==> config.mk <==
export PLATFORM = sky130hd
export DESIGN_NAME = apool_ctrl
export DESIGN_NICKNAME = d
export VERILOG_FILES = /design/src/hw/rtl/apool_pkg.sv /design/src/hw/rtl/apool_ctrl.sv
export SDC_FILE = /design/constraint.sdc
export NUM_CORES = 1
export LEC_CHECK = 0
export BUFFER_PORTS_ARGS = -buffer_cell sky130_fd_sc_hd__clkbuf_2
export CAP_MARGIN = 20
export CORE_MARGIN = 2
export CORE_UTILIZATION = 30
export DETAILED_ROUTE_END_ITERATION = 8
export PLACE_DENSITY = 0.62
export REMOVE_ABC_BUFFERS = 1
export SLEW_MARGIN = 20
export SYNTH_ARGS = -nofsm -noshare
export SYNTH_HDL_FRONTEND = slang
export SYNTH_SLANG_ARGS = --single-unit
==> constraint.sdc <==
create_clock -name clock -period 1.1 [get_ports clock]
set_clock_uncertainty 0.1 [all_clocks]
set_input_delay 0.11 -clock clock [delete_from_list [all_inputs] [get_ports clock]]
set_output_delay 0.11 -clock clock [all_outputs]
set_load 0.005 [all_outputs]
==> src/hw/rtl/apool_pkg.sv <==
`timescale 1ns / 1ps
package apool_pkg;

   localparam int MAX_WIDTH     = 1024;
   localparam int MAX_HEIGHT    = 1024;
   localparam int MAX_KERNEL    = 8;
   localparam int SAMPLE_BITS   = 16;
   localparam int COL_BITS      = $clog2(MAX_WIDTH);
   localparam int ROW_BITS      = $clog2(MAX_HEIGHT);
   localparam int SLOT_BITS     = $clog2(MAX_KERNEL);
   localparam int ADDR_BITS     = SLOT_BITS + COL_BITS;
   localparam int LS_DEPTH      = MAX_KERNEL * MAX_WIDTH;
   localparam int DIM_BITS      = 11;
   localparam int KER_BITS      = 4;
   localparam int PAD_BITS      = 3;
   localparam int POS_BITS      = 12;
   localparam int CRD_BITS      = 15;
   localparam int SUM_BITS      = SAMPLE_BITS + 2 * SLOT_BITS + 1;
   localparam int AVG_BITS      = 30;
   localparam int FRAC_BITS     = 8;
   localparam int DIVR_BITS     = 8;
   localparam int CNT_BITS      = 5;
   localparam int CSR_IDX_BITS  = 3;
   localparam int CSR_DATA_BITS = 16;

   typedef enum logic [CSR_IDX_BITS-1:0] {
      REG_WIDTH, REG_HEIGHT, REG_KH, REG_KW, REG_SR, REG_SC, REG_PAD, REG_MODE
   } csr_index_type;

   typedef struct packed {
      logic store;
      logic row_init;
      logic row_step;
      logic col_init;
      logic col_step;
      logic sum_init;
      logic rd_step;
      logic div_init;
      logic div_step;
      logic emit;
      logic advance;
   } cmd_type;

   typedef struct packed {
      logic row_hit;
      logic col_hit;
      logic row_more;
      logic col_more;
      logic rd_last;
      logic div_done;
      logic out_free;
   } status_type;

   // True when a window starting at padded position ps is an output position.
   function automatic logic win_ok(input logic [POS_BITS-1:0] ps,
                                   input logic [DIM_BITS-1:0] extent,
                                   input logic [KER_BITS-1:0] k,
                                   input logic [PAD_BITS-1:0] pad,
                                   input logic [KER_BITS-1:0] s,
                                   input logic ceil_on);
      logic signed [CRD_BITS-1:0] n;
      logic signed [CRD_BITS-1:0] p;
      logic signed [CRD_BITS-1:0] lim;
      logic ok;
      n   = $signed(CRD_BITS'(extent)) + $signed(CRD_BITS'({pad, 1'b0}))
            - $signed(CRD_BITS'(k));
      p   = $signed(CRD_BITS'(ps));
      lim = $signed(CRD_BITS'(extent)) + $signed(CRD_BITS'(pad));
      if (n < 0) begin
         ok = 1'b0;
      end else if (ceil_on) begin
         ok = (p < n + $signed(CRD_BITS'(s))) && (p < lim);
      end else begin
         ok = (p <= n);
      end
      return ok;
   endfunction

endpackage

==> src/hw/rtl/apool_ctrl.sv <==
`timescale 1ns / 1ps
module apool_ctrl import apool_pkg::*; (
   input  logic       clock,
   input  logic       reset,
   input  logic       req_valid,
   output logic       req_ready,
   input  status_type status,
   output cmd_type    cmd
);
   typedef enum logic [3:0] {
      S_IDLE, S_ROW, S_COL, S_READ, S_DRAIN, S_DIVINIT, S_DIV, S_EMIT, S_NEXT
   } state_type;

   state_type state_ff, state_in;
   logic      ready_ff, ready_in;
   logic      accept;

   assign accept    = req_valid && ready_ff;
   assign req_ready = ready_ff;

   always_comb begin
      cmd      = '0;
      state_in = state_ff;
      case (state_ff)
         S_IDLE: begin
            if (accept) begin
               cmd.store    = 1'b1;
               cmd.row_init = 1'b1;
               state_in     = S_ROW;
            end
         end
         S_ROW: begin
            if (status.row_hit) begin
               cmd.col_init = 1'b1;
               state_in     = S_COL;
            end else begin
               state_in = S_NEXT;
            end
         end
         S_COL: begin
            if (status.col_hit) begin
               cmd.sum_init = 1'b1;
               state_in     = S_READ;
            end else begin
               state_in = S_NEXT;
            end
         end
         S_READ: begin
            cmd.rd_step = 1'b1;
            if (status.rd_last) begin
               state_in = S_DRAIN;
            end
         end
         S_DRAIN: begin
            state_in = S_DIVINIT;
         end
         S_DIVINIT: begin
            cmd.div_init = 1'b1;
            state_in     = S_DIV;
         end
         S_DIV: begin
            cmd.div_step = 1'b1;
            if (status.div_done) begin
               state_in = S_EMIT;
            end
         end
         S_EMIT: begin
            if (status.out_free) begin
               cmd.emit = 1'b1;
               if (status.col_more) begin
                  cmd.col_step = 1'b1;
                  state_in     = S_COL;
               end else if (status.row_more) begin
                  cmd.row_step = 1'b1;
                  state_in     = S_ROW;
               end else begin
                  state_in = S_NEXT;
               end
            end
         end
         S_NEXT: begin
            cmd.advance = 1'b1;
            state_in    = S_IDLE;
         end
         default: begin
            state_in = S_IDLE;
         end
      endcase
      ready_in = (state_in == S_IDLE);
   end

   always_ff @(posedge clock) begin
      if (reset) begin
         state_ff <= S_IDLE;
         ready_ff <= 1'b0;
      end else begin
         state_ff <= state_in;
         ready_ff <= ready_in;
      end
   end

`ifndef SYNTHESIS
   a_ready_idle: assert property (@(posedge clock) disable iff (reset)
      ready_ff |-> state_ff == S_IDLE) else $error("ready outside idle");
   a_accept_drop: assert property (@(posedge clock) disable iff (reset)
      accept |=> !ready_ff) else $error("ready held after transfer");
   a_div_emit: assert property (@(posedge clock) disable iff (reset)
      (state_ff == S_DIV && status.div_done) |=> state_ff == S_EMIT)
      else $error("divide did not lead to emit");
   a_emit_free: assert property (@(posedge clock) disable iff (reset)
      cmd.emit |-> status.out_free) else $error("emit into full output");
`endif
endmodule

==> metrics.cfg <==
[outcome]
status=finished, violations left
violations=setup timing

[setup_path]
cp.required_ns=0.89
crit_arrival_ns=1.30
crit_fanout=2
crit_path_cell_trace=or2_4 -> nor4_4 -> buf_4 -> clkbuf_2
max_stage_delay_ns=0.33
cp-end-kind=primary output
critPathTopFamily=simple AND/OR/NAND/NOR gates
crit_buf_inv=2
start_kind=flip-flop
critical_path_class=reg -> out
crit_path_top_delay_cell=dfxtp_4

[clocking]
worstSkewPairLatency_ns=0.24
clockRootBuffer=clkbuf_4
tritoncts=yes
cts_max_level=1
numCtsBuffers=3
cts_buffer_depth=2
clock-sinks=5
cts.reportedPaths.clkPinSlew_ns=0.04

[detailed_routing]
wl_per_cell_microns=11.7
first_pass_iters=4
avgViaCountPerCell=4.99
wirelength_mm=1.23
vias=524
route.detailed.drc=0
drt_iter0_drc=7
ant_nets=0

[placement]
numPortBuffers=21
globalplace.congestion=0.684
placed_cells=94
dpl.hpwl_microns=822
place_area_sq_um=592

[synthesis]
synth_flop_cell=dfxtp_1
synth_area_sq_um=400
synth_seq_cells=5
syn_avg_cell_area_sq_um=8.34
synth_cells=48
ys_warn_count=0
synth_cell_type_count=27
synth-edff-count=0
async_flop_share_pct=0
ys_seq_area_share_pct=25.0

[run]
cap_violations=0

[grt]
grt_use_total_pct=17.2
grt_overflow=0
grt_pass1_vias=449
antenna_found_initial=0
grt_pass1_wl_mm=1.86
grt_start_max_net_pins=7

[die]
coreArea_sq_um=1270
pin_count=22
start_util_pct=31.6
die_area_sq_um=1640
die_w_microns=40.5
die_height_microns=40.5
num_rows=13

[power_and_ir_drop]
p_per_area_nw_per_um2=703
p_leak_uw=0.000380
ir_worst_vdd_uv=485

[finish]
diodes=0
fill_cells=117
utilization_pct=62.1
final_nets=101
fin_area_sq_um=788
drive_above_1_share_pct=72.2
final_cells=105
synthToLayoutAreaGrowth_pct=96.9

[sta]
holdWs_ns=0.144
rsz0062_at_grt=yes
max-slew-margin-rel_pct=75.2
timing.final.max_slew_violations=0
period_minus_slack_ns=1.51
finalHoldViolCount=0
fmax_mhz=663
worst_pin_slew_ns=0.367
setup-violations-final=16
fin_crit_sh_pct=137
fin_ws_ns=-0.408

[worst_hold_path]
min_path_type=in -> reg

==> power breakdown <==
group,total [uW],internal (uW),leakage [uW],switching (uW)
clock network,206,137,0.0000150,69.3
logic,150,83.5,0.000322,66.7
registers,198,189,0.0000433,8.22
total,554,410,0.000380,144
==> synth_stat cells, drive strengths merged (2+ instances only) <==
cell    n  area (sq um)
buf     3          30.0
nor3b   5          37.5
inv     3          11.3
a211o   2          20.0
nor4    2          18.8
nand2b  3          21.3
nor2    3          11.3
nand3   2          10.0
and2    2          12.5
dfxtp   5           100
nand4b  2          17.5
nor2b   2          12.5
nand2   3          11.3
==> placed cells by master (no fill, tap or decap), types with 3 or more instances in the layout <==
master    count
buf_2         4
buf_4        16
buf_6         3
clkbuf_2     17
clkbuf_4      3
inv_1         3
nor3b_2       3
==> sequential cells by signal, summed over array words and instances, names as in the netlist <==
signal / flops
state_ff: 4
req_ready: 1
==> worst register-to-register path, cell delays in order (launching register included) <==
cell	delay, ns
dfxtp_4	0.33
buf_4	0.15
buf_4	0.15
o2111ai_4	0.22
nand4b_1	0.19
nor4_2	0.27
==> layer usage <==
layer,routed length [microns],global-route usage [%],up-vias
li1,-,-,266
met1,522,20.6,243
met2,640,29.4,13
met3,61,1.67,2
met4,6,10.0,0
met5,0,0,-
==> final cells by class <==
cell class | count | area (sq um) | area share [%]
Timing Repair Buffer | 41 | 269 | 34.1
Multi-Input combinational cell | 37 | 353 | 44.8
Tap cell | 15 | 18.8 | 2.38
Clock buffer | 4 | 26.3 | 3.33
Sequential cell | 5 | 110 | 14.0
Inverter | 3 | 11.3 | 1.43
==> stage by stage <==
stage | power [uW] | setup slack (ns) | TNS (ns)
final | 554 | -0.408 | -4.63
after global placement | 309 | -0.238 | -2.04
after detailed placement | 310 | -0.258 | -2.37
after floorplan | 243 | -0.335 | -1.11
after CTS | 554 | -0.475 | -4.80
after global routing | 585 | -0.481 | -5.54
==> logic make-up (layout without fill, tap and decap cells) <==
group	after synthesis	count (layout)	share of synthesized area [%]
buffers and inverters	6	48	10.3
AOI/OAI and AO/OA	8	8	17.8
and+or+nand+nor	29	29	46.9
DFF	5	5	25.0
==> path summary, 6_finish.rpt <==
check | startpoint | endpoint | cells after the start | slack, ns
max | state_ff[0] | cmd[10] | 4 | -0.41
min | status[4] | state_ff[3] | 3 | 0.14
max reg2reg | state_ff[0] | req_ready | 5 | -0.38
min reg2reg | state_ff[3] | state_ff[1] | 3 | 0.59
==> repair_timing <==
item,in CTS,in global routing
hold buffers,1,0
resized for setup,26,6
buffers inserted,4,2
endpoints found under the setup margin,16,16
hold endpoints to repair,4,0
gates cloned,0,0
pin swaps,7,2
Note: power is estimated with default switching activity, not from simulation.
